## config.mk

```make
export PLATFORM = sky130hd
export DESIGN_NAME = min_max_feature_scaler_top_flat
export DESIGN_NICKNAME = d
export VERILOG_FILES = /design/src/mmfs_pkg.sv /design/src/mmfs_if.sv /design/src/min_max_feature_scaler_top.sv /design/src/mmfs_ram.sv /design/src/mmfs_dp.sv /design/src/mmfs_ctrl.sv /design/src/flat_wrapper.sv
export SDC_FILE = /design/constraint.sdc
export NUM_CORES = 2
export LEC_CHECK = 0
export BUFFER_PORTS_ARGS = -buffer_cell sky130_fd_sc_hd__buf_2
export CAP_MARGIN = 25
export CORE_MARGIN = 2
export CORE_UTILIZATION = 61
export DETAILED_ROUTE_END_ITERATION = 6
export GPL_TIMING_DRIVEN = 0
export PLACE_DENSITY = 0.75
export SLEW_MARGIN = 40
export SYNTH_ARGS = -nofsm -noshare
export SYNTH_HDL_FRONTEND = slang
export SYNTH_HIERARCHICAL = 1
export SYNTH_SLANG_ARGS = --single-unit
```

## constraint.sdc

```tcl
create_clock -name clk -period 11.5 [get_ports clk]
set_input_delay 0 -clock clk [delete_from_list [all_inputs] [get_ports clk]]
set_output_delay 0 -clock clk [all_outputs]
set_load 0.01 [all_outputs]
```

## src/mmfs_pkg.sv

```systemverilog
// Package for the min-max feature scaler: sizes, command and status codes,
// controller states and the command/status bundles between controller and datapath.
// No dependencies.
`default_nettype none

package mmfs_pkg;

  localparam int NUM_FEATURES = 16;
  localparam int FRAC_BITS    = 16;

  localparam int DATA_W = 32;
  localparam int FEAT_W = 4;
  // Slots that the feature field can actually reach.
  localparam int SLOTS  = (NUM_FEATURES < 2 ** FEAT_W) ? NUM_FEATURES : 2 ** FEAT_W;
  localparam int SLOT_W = (SLOTS > 1) ? $clog2(SLOTS) : 1;
  // Dividend magnitude: |x - min| shifted up by the fraction bits.
  localparam int NUM_W  = DATA_W + FRAC_BITS;
  localparam int STEP_W = $clog2(NUM_W);
  localparam int PROD_W = 2 * DATA_W;

  localparam logic [STEP_W-1:0] STEP_LAST = STEP_W'(NUM_W - 1);
  localparam logic [DATA_W-1:0] POS_MAX   = {1'b0, {(DATA_W - 1){1'b1}}};
  localparam logic [DATA_W-1:0] NEG_MIN   = {1'b1, {(DATA_W - 1){1'b0}}};

  typedef enum logic [1:0] {
    CMD_CLEAR   = 2'd0,
    CMD_OBSERVE = 2'd1,
    CMD_SCALE   = 2'd2,
    CMD_UNSCALE = 2'd3
  } cmd_t;

  typedef enum logic [1:0] {
    ST_OK         = 2'd0,
    ST_ZERO_RANGE = 2'd1,
    ST_UNSEEN     = 2'd2,
    ST_SAT        = 2'd3
  } status_t;

  typedef enum logic [2:0] {
    S_IDLE,
    S_READ,
    S_EVAL,
    S_DIV,
    S_MUL,
    S_FIN,
    S_DONE
  } state_t;

  typedef enum logic [2:0] {
    RES_OK,
    RES_ZERO_RANGE,
    RES_UNSEEN,
    RES_QUOT,
    RES_PROD
  } res_sel_t;

  typedef struct packed {
    logic     capture;
    logic     clear_seen;
    logic     observe_wr;
    logic     op_load;
    logic     div_step;
    logic     mul_step;
    logic     set_result;
    res_sel_t res_sel;
    logic     out_load;
  } ctl_cmd_t;

  typedef struct packed {
    cmd_t cmd;
    logic slot_valid;
    logic slot_ok;
    logic zero_range;
    logic out_free;
  } dp_stat_t;

endpackage

`default_nettype wire

```

## src/mmfs_if.sv

```systemverilog
// Handshake channels of the min-max feature scaler: input items and result items.
// Depends on mmfs_pkg.
`default_nettype none

interface mmfs_in_if import mmfs_pkg::*; ();
  logic                     valid;
  logic                     ready;
  logic [1:0]               cmd;
  logic [FEAT_W-1:0]        feature;
  logic signed [DATA_W-1:0] value;

  modport source (output valid, cmd, feature, value, input ready);
  modport sink   (input valid, cmd, feature, value, output ready);
endinterface

interface mmfs_out_if import mmfs_pkg::*; ();
  logic                     valid;
  logic                     ready;
  logic signed [DATA_W-1:0] result;
  logic [1:0]               status;

  modport source (output valid, result, status, input ready);
  modport sink   (input valid, result, status, output ready);
endinterface

`default_nettype wire

```

## src/min_max_feature_scaler_top.sv

```systemverilog
// Top level of the min-max feature scaler: controller, datapath and channel hookup.
// Depends on mmfs_pkg, mmfs_if, mmfs_ram, mmfs_dp and mmfs_ctrl.
//
//   channel | dir | handshake          | payload
//   --------+-----+--------------------+----------------------------------------
//   in_ch   | in  | valid / ready      | cmd[1:0], feature[3:0], value[31:0] s
//   out_ch  | out | valid / ready      | result[31:0] s, status[1:0]
//
// One item is worked at a time; ready is low in reset. Clear and observe pass from acceptance
// through read, evaluate and done; unscale adds one registered 33x33 multiply and a finish
// state; scale runs the restoring divider, which retires one quotient bit per cycle over the
// 48-bit dividend, and gives its result in Q16.16. rst_n is synchronous, active low; it
// clears the seen flags and the control state, the min/max RAMs keep their contents.
// A stalled result sits in the output register while the next item is worked; only the load waits.
`default_nettype none

module min_max_feature_scaler_top import mmfs_pkg::*; (
  input  logic       clk,
  input  logic       rst_n,
  mmfs_in_if.sink    in_ch,
  mmfs_out_if.source out_ch
);

  ctl_cmd_t ctl_cmd;
  dp_stat_t dp_stat;
  logic     in_ready;

  // Ready comes from the controller alone: high only while it waits for an item.
  assign in_ch.ready = in_ready;

  // Sequencer: steps each item through read, evaluate, divide/multiply and load.
  mmfs_ctrl u_ctrl (
    .clk      (clk),
    .rst_n    (rst_n),
    .in_valid (in_ch.valid),
    .in_ready (in_ready),
    .stat_i   (dp_stat),
    .cmd_o    (ctl_cmd)
  );

  // Datapath: holds the item, the min/max table, the seen flags and the
  // output register that drives the result channel.
  mmfs_dp u_dp (
    .clk        (clk),
    .rst_n      (rst_n),
    .cmd_i      (ctl_cmd),
    .stat_o     (dp_stat),
    .in_cmd     (in_ch.cmd),
    .in_feature (in_ch.feature),
    .in_value   (in_ch.value),
    .out_ch     (out_ch)
  );

endmodule

`default_nettype wire

```

## src/mmfs_ram.sv

```systemverilog
// Generic single-port-write, single-port-read RAM with registered read data.
// No dependencies.
`default_nettype none

module mmfs_ram #(
  parameter int WIDTH = 32,
  parameter int DEPTH = 16
) (
  input  logic                                  clk,
  input  logic                                  we,
  input  logic [((DEPTH > 1) ? $clog2(DEPTH) : 1)-1:0] waddr,
  input  logic [WIDTH-1:0]                      wdata,
  input  logic [((DEPTH > 1) ? $clog2(DEPTH) : 1)-1:0] raddr,
  output logic [WIDTH-1:0]                      rdata
);

  logic [WIDTH-1:0] mem [DEPTH];

  always_ff @(posedge clk) begin
    if (we) begin
      mem[waddr] <= wdata;
    end
    rdata <= mem[raddr];
  end

endmodule

`default_nettype wire

```

## src/mmfs_dp.sv

```systemverilog
// Datapath of the min-max feature scaler: item latch, min/max RAMs, seen flags,
// restoring divider, multiplier, result clamp and output register.
// Depends on mmfs_pkg, mmfs_if and mmfs_ram.
`default_nettype none

module mmfs_dp import mmfs_pkg::*; (
  input  logic                     clk,
  input  logic                     rst_n,
  input  ctl_cmd_t                 cmd_i,
  output dp_stat_t                 stat_o,
  input  logic [1:0]               in_cmd,
  input  logic [FEAT_W-1:0]        in_feature,
  input  logic signed [DATA_W-1:0] in_value,
  mmfs_out_if.source               out_ch
);

  cmd_t                     cmd_r;
  logic [FEAT_W-1:0]        feat_r;
  logic signed [DATA_W-1:0] x_r;
  logic                     seen_r [SLOTS];
  logic signed [DATA_W-1:0] lo_r;
  logic [DATA_W-1:0]        den_r;
  logic                     neg_r;
  logic [NUM_W-1:0]         quo_r;
  logic [DATA_W-1:0]        rem_r;
  logic [PROD_W-1:0]        prod_r;
  logic signed [DATA_W-1:0] res_r;
  status_t                  res_st_r;
  logic                     out_valid_r;
  logic signed [DATA_W-1:0] out_result_r;
  status_t                  out_status_r;

  logic [SLOT_W-1:0]        slot;
  logic                     slot_valid;
  logic                     seen_cur;
  logic [DATA_W-1:0]        min_raw;
  logic [DATA_W-1:0]        max_raw;
  logic signed [DATA_W-1:0] min_rd;
  logic signed [DATA_W-1:0] max_rd;
  logic signed [DATA_W:0]   range_w;
  logic signed [DATA_W:0]   diff_w;
  logic signed [DATA_W:0]   diff_neg_w;
  logic [DATA_W-1:0]        mag_w;
  logic signed [DATA_W-1:0] new_min;
  logic signed [DATA_W-1:0] new_max;
  logic [DATA_W:0]          trial;
  logic [DATA_W:0]          trial_sub;
  logic                     fits;
  logic signed [PROD_W:0]   prod_w;
  logic signed [PROD_W-1:0] sh_w;
  logic signed [PROD_W:0]   sum_w;
  logic                     sat_mul;
  logic [DATA_W-1:0]        quo_neg;
  logic signed [DATA_W-1:0] res_nxt;
  status_t                  res_st_nxt;

  assign slot       = feat_r[SLOT_W-1:0];
  assign slot_valid = 32'(feat_r) < NUM_FEATURES;
  assign seen_cur   = slot_valid && seen_r[slot];

  mmfs_ram #(.WIDTH(DATA_W), .DEPTH(SLOTS)) u_min_ram (
    .clk   (clk),
    .we    (cmd_i.observe_wr),
    .waddr (slot),
    .wdata (new_min),
    .raddr (slot),
    .rdata (min_raw)
  );

  mmfs_ram #(.WIDTH(DATA_W), .DEPTH(SLOTS)) u_max_ram (
    .clk   (clk),
    .we    (cmd_i.observe_wr),
    .waddr (slot),
    .wdata (new_max),
    .raddr (slot),
    .rdata (max_raw)
  );

  assign min_rd = $signed(min_raw);
  assign max_rd = $signed(max_raw);

  // First sample after a clear sets both bounds.
  assign new_min = (!seen_cur || (x_r < min_rd)) ? x_r : min_rd;
  assign new_max = (!seen_cur || (x_r > max_rd)) ? x_r : max_rd;

  assign range_w    = {max_rd[DATA_W-1], max_rd} - {min_rd[DATA_W-1], min_rd};
  assign diff_w     = {x_r[DATA_W-1], x_r} - {min_rd[DATA_W-1], min_rd};
  assign diff_neg_w = -diff_w;
  assign mag_w      = diff_w[DATA_W] ? diff_neg_w[DATA_W-1:0] : diff_w[DATA_W-1:0];

  // One restoring step: shift in the next dividend bit, subtract if it fits.
  assign trial     = {rem_r, quo_r[NUM_W-1]};
  assign fits      = trial >= {1'b0, den_r};
  assign trial_sub = trial - {1'b0, den_r};

  assign prod_w = $signed({x_r[DATA_W-1], x_r}) * $signed({1'b0, den_r});

  // Floor shift of the product, then add min; saturate on overflow of 32 bits.
  assign sh_w    = $signed(prod_r) >>> FRAC_BITS;
  assign sum_w   = {sh_w[PROD_W-1], sh_w} +
                   {{(PROD_W - DATA_W + 1){lo_r[DATA_W-1]}}, lo_r};
  assign sat_mul = !(&sum_w[PROD_W:DATA_W-1]) && (|sum_w[PROD_W:DATA_W-1]);

  assign quo_neg = -quo_r[DATA_W-1:0];

  always_comb begin
    res_nxt    = '0;
    res_st_nxt = ST_OK;
    unique case (cmd_i.res_sel)
      RES_OK: begin
        res_st_nxt = ST_OK;
      end
      RES_ZERO_RANGE: begin
        res_st_nxt = ST_ZERO_RANGE;
      end
      RES_UNSEEN: begin
        res_st_nxt = ST_UNSEEN;
      end
      RES_QUOT: begin
        if (!neg_r && (quo_r > NUM_W'(POS_MAX))) begin
          res_nxt    = $signed(POS_MAX);
          res_st_nxt = ST_SAT;
        end else if (neg_r && (quo_r > NUM_W'(NEG_MIN))) begin
          res_nxt    = $signed(NEG_MIN);
          res_st_nxt = ST_SAT;
        end else begin
          res_nxt = neg_r ? $signed(quo_neg) : $signed(quo_r[DATA_W-1:0]);
        end
      end
      RES_PROD: begin
        if (sat_mul) begin
          res_nxt    = sum_w[PROD_W] ? $signed(NEG_MIN) : $signed(POS_MAX);
          res_st_nxt = ST_SAT;
        end else begin
          res_nxt = sum_w[DATA_W-1:0];
        end
      end
      default: begin
        res_st_nxt = ST_OK;
      end
    endcase
  end

  // Control state: seen flags and output valid.
  always_ff @(posedge clk) begin
    if (!rst_n) begin
      for (int i = 0; i < SLOTS; i++) begin
        seen_r[i] <= 1'b0;
      end
      out_valid_r <= 1'b0;
    end else begin
      if (cmd_i.clear_seen) begin
        for (int i = 0; i < SLOTS; i++) begin
          seen_r[i] <= 1'b0;
        end
      end else if (cmd_i.observe_wr) begin
        seen_r[slot] <= 1'b1;
      end
      if (cmd_i.out_load) begin
        out_valid_r <= 1'b1;
      end else if (out_ch.ready) begin
        out_valid_r <= 1'b0;
      end
    end
  end

  // Payload registers.
  always_ff @(posedge clk) begin
    if (cmd_i.capture) begin
      cmd_r  <= cmd_t'(in_cmd);
      feat_r <= in_feature;
      x_r    <= in_value;
    end
    if (cmd_i.op_load) begin
      lo_r  <= min_rd;
      den_r <= range_w[DATA_W-1:0];
      neg_r <= diff_w[DATA_W];
      quo_r <= NUM_W'(mag_w) << FRAC_BITS;
      rem_r <= '0;
    end else if (cmd_i.div_step) begin
      rem_r <= fits ? trial_sub[DATA_W-1:0] : trial[DATA_W-1:0];
      quo_r <= {quo_r[NUM_W-2:0], fits};
    end
    if (cmd_i.mul_step) begin
      prod_r <= prod_w[PROD_W-1:0];
    end
    if (cmd_i.set_result) begin
      res_r    <= res_nxt;
      res_st_r <= res_st_nxt;
    end
    if (cmd_i.out_load) begin
      out_result_r <= res_r;
      out_status_r <= res_st_r;
    end
  end

  assign out_ch.valid  = out_valid_r;
  assign out_ch.result = out_result_r;
  assign out_ch.status = out_status_r;

  assign stat_o.cmd        = cmd_r;
  assign stat_o.slot_valid = slot_valid;
  assign stat_o.slot_ok    = seen_cur;
  assign stat_o.zero_range = range_w[DATA_W] || (range_w == '0);
  assign stat_o.out_free   = !out_valid_r || out_ch.ready;

`ifndef NO_ASSERTIONS
  a_rem_below_den: assert property (@(posedge clk) disable iff (!rst_n)
    $past(cmd_i.div_step) |-> (rem_r < den_r))
    else $error("divider remainder not below divisor");

  a_observe_sets_seen: assert property (@(posedge clk) disable iff (!rst_n)
    cmd_i.observe_wr |=> seen_r[$past(slot)])
    else $error("observed slot not marked seen");
`endif

endmodule

`default_nettype wire

```

## src/mmfs_ctrl.sv

```systemverilog
// Controller of the min-max feature scaler: sequences read, evaluate, divide or
// multiply, result and output load for one item at a time.
// Depends on mmfs_pkg.
`default_nettype none

module mmfs_ctrl import mmfs_pkg::*; (
  input  logic     clk,
  input  logic     rst_n,
  input  logic     in_valid,
  output logic     in_ready,
  input  dp_stat_t stat_i,
  output ctl_cmd_t cmd_o
);

  state_t            state_r;
  state_t            state_nxt;
  logic [STEP_W-1:0] cnt_r;
  logic [STEP_W-1:0] cnt_nxt;

  always_ff @(posedge clk) begin
    if (!rst_n) begin
      state_r <= S_IDLE;
      cnt_r   <= '0;
    end else begin
      state_r <= state_nxt;
      cnt_r   <= cnt_nxt;
    end
  end

  always_comb begin
    state_nxt = state_r;
    cnt_nxt   = cnt_r;
    in_ready  = 1'b0;
    cmd_o     = '0;
    unique case (state_r)
      S_IDLE: begin
        in_ready = rst_n;
        if (in_valid && rst_n) begin
          cmd_o.capture = 1'b1;
          state_nxt     = S_READ;
        end
      end
      S_READ: begin
        state_nxt = S_EVAL;
      end
      S_EVAL: begin
        cmd_o.set_result = 1'b1;
        cmd_o.res_sel    = RES_OK;
        state_nxt        = S_DONE;
        unique case (stat_i.cmd)
          CMD_CLEAR: begin
            cmd_o.clear_seen = 1'b1;
          end
          CMD_OBSERVE: begin
            if (stat_i.slot_valid) begin
              cmd_o.observe_wr = 1'b1;
            end else begin
              cmd_o.res_sel = RES_UNSEEN;
            end
          end
          CMD_SCALE, CMD_UNSCALE: begin
            priority if (!stat_i.slot_ok) begin
              cmd_o.res_sel = RES_UNSEEN;
            end else if (stat_i.zero_range) begin
              cmd_o.res_sel = RES_ZERO_RANGE;
            end else begin
              cmd_o.set_result = 1'b0;
              cmd_o.op_load    = 1'b1;
              cnt_nxt          = '0;
              state_nxt        = (stat_i.cmd == CMD_SCALE) ? S_DIV : S_MUL;
            end
          end
          default: begin
            cmd_o.res_sel = RES_OK;
          end
        endcase
      end
      S_DIV: begin
        cmd_o.div_step = 1'b1;
        if (cnt_r == STEP_LAST) begin
          state_nxt = S_FIN;
        end else begin
          cnt_nxt = cnt_r + 1'b1;
        end
      end
      S_MUL: begin
        cmd_o.mul_step = 1'b1;
        state_nxt      = S_FIN;
      end
      S_FIN: begin
        cmd_o.set_result = 1'b1;
        cmd_o.res_sel    = (stat_i.cmd == CMD_SCALE) ? RES_QUOT : RES_PROD;
        state_nxt        = S_DONE;
      end
      S_DONE: begin
        if (stat_i.out_free) begin
          cmd_o.out_load = 1'b1;
          state_nxt      = S_IDLE;
        end
      end
      default: begin
        state_nxt = S_IDLE;
      end
    endcase
  end

`ifndef NO_ASSERTIONS
  a_load_only_when_free: assert property (@(posedge clk) disable iff (!rst_n)
    cmd_o.out_load |-> stat_i.out_free)
    else $error("output register loaded while occupied");

  a_div_exit: assert property (@(posedge clk) disable iff (!rst_n)
    (state_r == S_DIV && cnt_r == STEP_LAST) |=> (state_r == S_FIN))
    else $error("divider did not finish after last step");

  a_scale_after_div: assert property (@(posedge clk) disable iff (!rst_n)
    (state_r == S_FIN && stat_i.cmd == CMD_SCALE) |-> ($past(state_r) == S_DIV))
    else $error("scale result taken without a full division");
`endif

endmodule

`default_nettype wire
```

## src/flat_wrapper.sv

```systemverilog
// flat-port wrapper written by rule: the top's interface ports become plain ports
module min_max_feature_scaler_top_flat import mmfs_pkg::*;
  (clk, rst_n, in_ch_valid, in_ch_cmd, in_ch_feature, in_ch_value, in_ch_ready, out_ch_valid, out_ch_result, out_ch_status, out_ch_ready);
  mmfs_in_if in_ch_i ();
  mmfs_out_if out_ch_i ();
  input  logic clk;
  input  logic rst_n;
  input wire logic [$bits(in_ch_i.valid)-1:0] in_ch_valid;
  input wire logic [$bits(in_ch_i.cmd)-1:0] in_ch_cmd;
  input wire logic [$bits(in_ch_i.feature)-1:0] in_ch_feature;
  input wire logic [$bits(in_ch_i.value)-1:0] in_ch_value;
  output wire logic [$bits(in_ch_i.ready)-1:0] in_ch_ready;
  output wire logic [$bits(out_ch_i.valid)-1:0] out_ch_valid;
  output wire logic [$bits(out_ch_i.result)-1:0] out_ch_result;
  output wire logic [$bits(out_ch_i.status)-1:0] out_ch_status;
  input wire logic [$bits(out_ch_i.ready)-1:0] out_ch_ready;
  assign in_ch_i.valid = in_ch_valid;
  assign in_ch_i.cmd = in_ch_cmd;
  assign in_ch_i.feature = in_ch_feature;
  assign in_ch_i.value = in_ch_value;
  assign in_ch_ready = in_ch_i.ready;
  assign out_ch_valid = out_ch_i.valid;
  assign out_ch_result = out_ch_i.result;
  assign out_ch_status = out_ch_i.status;
  assign out_ch_i.ready = out_ch_ready;
  min_max_feature_scaler_top u_core (.clk(clk), .rst_n(rst_n), .in_ch(in_ch_i), .out_ch(out_ch_i));
endmodule
```

==> metrics <==
YS warnings=6; initial cell density of the core=61.4%; CTS tree=yes; sequential share of the synthesized area=43.0%; post-route DRC violation count=7; cell types with the largest area share after synthesis=edfxtp_1 40%, fa_1 19%, mux4_2 6.1%, ha_1 6.1%, and2_1 4.1%; Hold/Removal Path Class=primary input to flip-flop; setup total negative slack=0 ps; number of primary I/O pins=78; cell repeated most along the worst path=fa_1; Buf/Inv on CP=7; core region area=~160000 sq um; launching element of the worst setup path=u_core/u_dp/x_r[31]$_DFFE_PP_; min cycle time layout=between 10000 and 15000 ps; via count of the first global-routing pass=roughly 68000; CP endpoint kind=flip-flop; setup slack of the worst register-to-register path=1060 ps; depth of the worst register-to-register path=26; type of the setup path with the least slack=flip-flop to flip-flop; worst reg2reg path endpoint=u_core/u_dp/prod_r[63]$_DFFE_PP_; final routed wire length divided by cell count=30.1 um; Synth cell types=100; width of the die=around 400 um; detailed-placement wirelength estimate=approximately 230000 um; Area growth syn-to-layout=11.5%; Vert. Die Dim=between 400 and 500 um; die area=160000 sq um; critical path launch point type=flip-flop; commonest cells in the netlist=1275 x edfxtp_1, 1038 x inv_1, 900 x fa_1; final-stage net count=around 9600; slowest CP cell=clkinv_1; post-placement worst setup slack=around 1400 ps; most area-hungry cell type in the Yosys netlist=edfxtp_1; # fillers=about 11000; port bufs=just under 80; site row count=roughly 150; end point of the critical path=u_core/u_dp/prod_r[63]$_DFFE_PP_; count of TritonRoute iterations in the first routing pass=7; maximum clock frequency=around 96 MHz; largest incremental delay on the critical path=between 800 and 900 ps; number of H-tree levels=4; clock root buffer=clkbuf_16; detailed router's first-iteration violation count=between 8000 and 9000; setup-violating endpoint count in the final report=0; clk slew on worst S/H paths=80 ps; clk sink count=approximately 1400; Clock Latency Late Sink=810 ps; first-pass GRT wire length=451000 um; fraction of synthesis flops using an asynchronous set or reset pin=0%; top cell family by delay on the critical path=adder cells; storage element area=a little over 40000 sq um; number of cells produced by synthesis=roughly 7700; Avg Cell Area, Syn=around 12 sq um; worst path required time=between 10000 and 15000 ps; cell with the most instances after synthesis=edfxtp_1; GRT Total Usage=39.4%; maxcap violations=0; critical path arrival=10960 ps; Max FO, Critical Path=10; area share of the largest cell type after synthesis=about 40%; routability congestion estimate=roughly 1.1; depth of the critical timing path with buffers and inverters included=26; total overflow reported by the global router=0; most frequently used flop master after synthesis=edfxtp_1; setup repair after global routing missed its margin=no; Hold Vio Cnt, Final=0; area of the multi-input gates=between 40000 and 50000 sq um; number of synthesized flops with an enable pin=about 1300; worst path setup slack after routing=1060 ps; transition time at the pin with the least slew margin=~980 ps; share of layout cells above drive strength 1=11.7%; number of pins with negative max-slew slack in the final report=0; number of nets still failing antenna checks after routing=0; Synth Net Count=between 9000 and 10000; largest net degree at the start of global routing=~40; Fin Clk Skew=about 80 ps; clock buffers created by TritonCTS=140; start of the worst register-to-register path=u_core/u_dp/x_r[31]$_DFFE_PP_; number of resized instances in the post-cts repair step=0; CTS Buffer Depth=3; post-synthesis sequential element count=1417; routed vias/inst=between 6 and 7; Syn Std Cell Area=approximately 96000 sq um; outcome=finished, violations left; Via Count=~67000; violated checks=design-rule violations; number of antenna violations at the first check in global routing=26; Total Routed Length=about 310000 um; worst slew margin relative to its limit=34.5%; fraction of the cycle the final worst path needs=between 90% and 100%
-- routing by layer --
metal,wire length (um),GRT usage [%]
met5,80,0.333
met4,28800,29.9
met1,105000,47.6
met3,35100,10.2
met2,142000,61.2
-- flip-flops by register name (all words and copies together) (netlist names), 3 cells and up, named ones only --
signal,cells
u_core/u_dp/u_max_ram/mem,512
u_core/u_dp/u_min_ram/mem,512
u_core/u_dp/prod_r,48
u_core/u_dp/quo_r,48
u_core/u_dp/den_r,32
u_core/u_dp/lo_r,32
u_core/u_dp/out_ch.result,32
u_core/u_dp/rem_r,32
u_core/u_dp/res_r,32
u_core/u_dp/u_max_ram/rdata,32
u_core/u_dp/u_min_ram/rdata,32
u_core/u_dp/x_r,32
u_core/u_dp/seen_r,16
u_core/u_ctrl/cnt_r,6
u_core/u_dp/feat_r,4
u_core/u_ctrl/state_r,3
-- worst min-delay path, stage by stage --
cell           delay [ps]
dlygate4sd3_1         520
buf_2                 140
mux2_2                150
-- cell usage in the layout, fill, tap and decap left out, types with 32 or more instances in the layout --
cell and n:
buf_2 112, dfxtp_1 142, buf_8 33, dlygate4sd3_1 81, nor2b_1 38, ha_1 467, nand2_1 640, edfxtp_1 1275
mux4_2 260, nand2b_1 36, buf_4 63, clkbuf_1 296, nand4_1 41, a22oi_1 129, mux2_2 66, nor2_1 246
a21oi_1 248, buf_6 34, a211oi_1 35, a31o_2 35, nor3_1 55, mux2i_1 44, clkbuf_16 142, nand3_1 65
fa_1 900, buf_16 32, and2_1 626, xor2_1 71, o21ai_0 202, xnor2_1 143, a21o_1 90, o21a_1 45
inv_1 1036, clkbuf_2 44
-- per-stage QoR --
step | hold slack [ps] | cells | instance area [sq um] | utilization (%)
after CTS | 3.31 | 10300 | 107000 | 68.3
final | 61.6 | 10300 | 107000 | 68.4
after global routing | 49.0 | 10300 | 107000 | 68.4
after detailed placement | 179 | 9983 | 101000 | 64.7
after floorplan | 98.9 | 7706 | 95700 | -
after global placement | 177 | 9841 | 98700 | 63.3
-- cell type report --
class	count	share of cell area [%]
inverter	1038	3.65
tap	2058	2.41
clock inverter	67	0.897
antenna	20	0.0469
buffer	372	1.52
clock buffer	185	3.56
sequential	1417	38.5
timing repair buffer	309	3.09
multi-input combinational	4879	46.3
-- worst min-delay path by stage --
stage                                start                        endpoint  slack (ps)  cells after the start
after floorplan               in_ch_cmd[0]  u_core/u_dp/cmd_r[0]$_DFFE_PP_         100                      0
after global placement     in_ch_value[10]   u_core/u_dp/x_r[10]$_DFFE_PP_         180                      1
after detailed placement    in_ch_value[8]    u_core/u_dp/x_r[8]$_DFFE_PP_         180                      1
after CTS                 in_ch_feature[3]                       flip-flop           3                      3
after global routing      in_ch_feature[2]                       flip-flop          50                      3
final                     in_ch_feature[2]                       flip-flop          60                      3
-- cells by family (layout without fill, tap and decap cells) --
family	after synthesis	after routing	share of synthesized area (%)
AND/OR/NAND/NOR	1929	1929	10.2
flip-flops	1417	1417	43.0
buffers and inverters	1410	1971	5.71
adder cells (fa/ha/maj)	1367	1367	24.9
AO/OA/AOI/OAI	996	996	6.83
multiplexers	372	372	7.37
XOR/XNOR	214	214	1.96
other	1	21	0.00392
-- timing repair --
action / in CTS / in global routing
setup buffers: 0 / 0
endpoints found under the hold margin: 82 / 0
hold buffers: 81 / 0
Power is left out: the tool's default activity adds up to more than one toggle a clock period on the data nets, which glitch-free logic cannot reach.
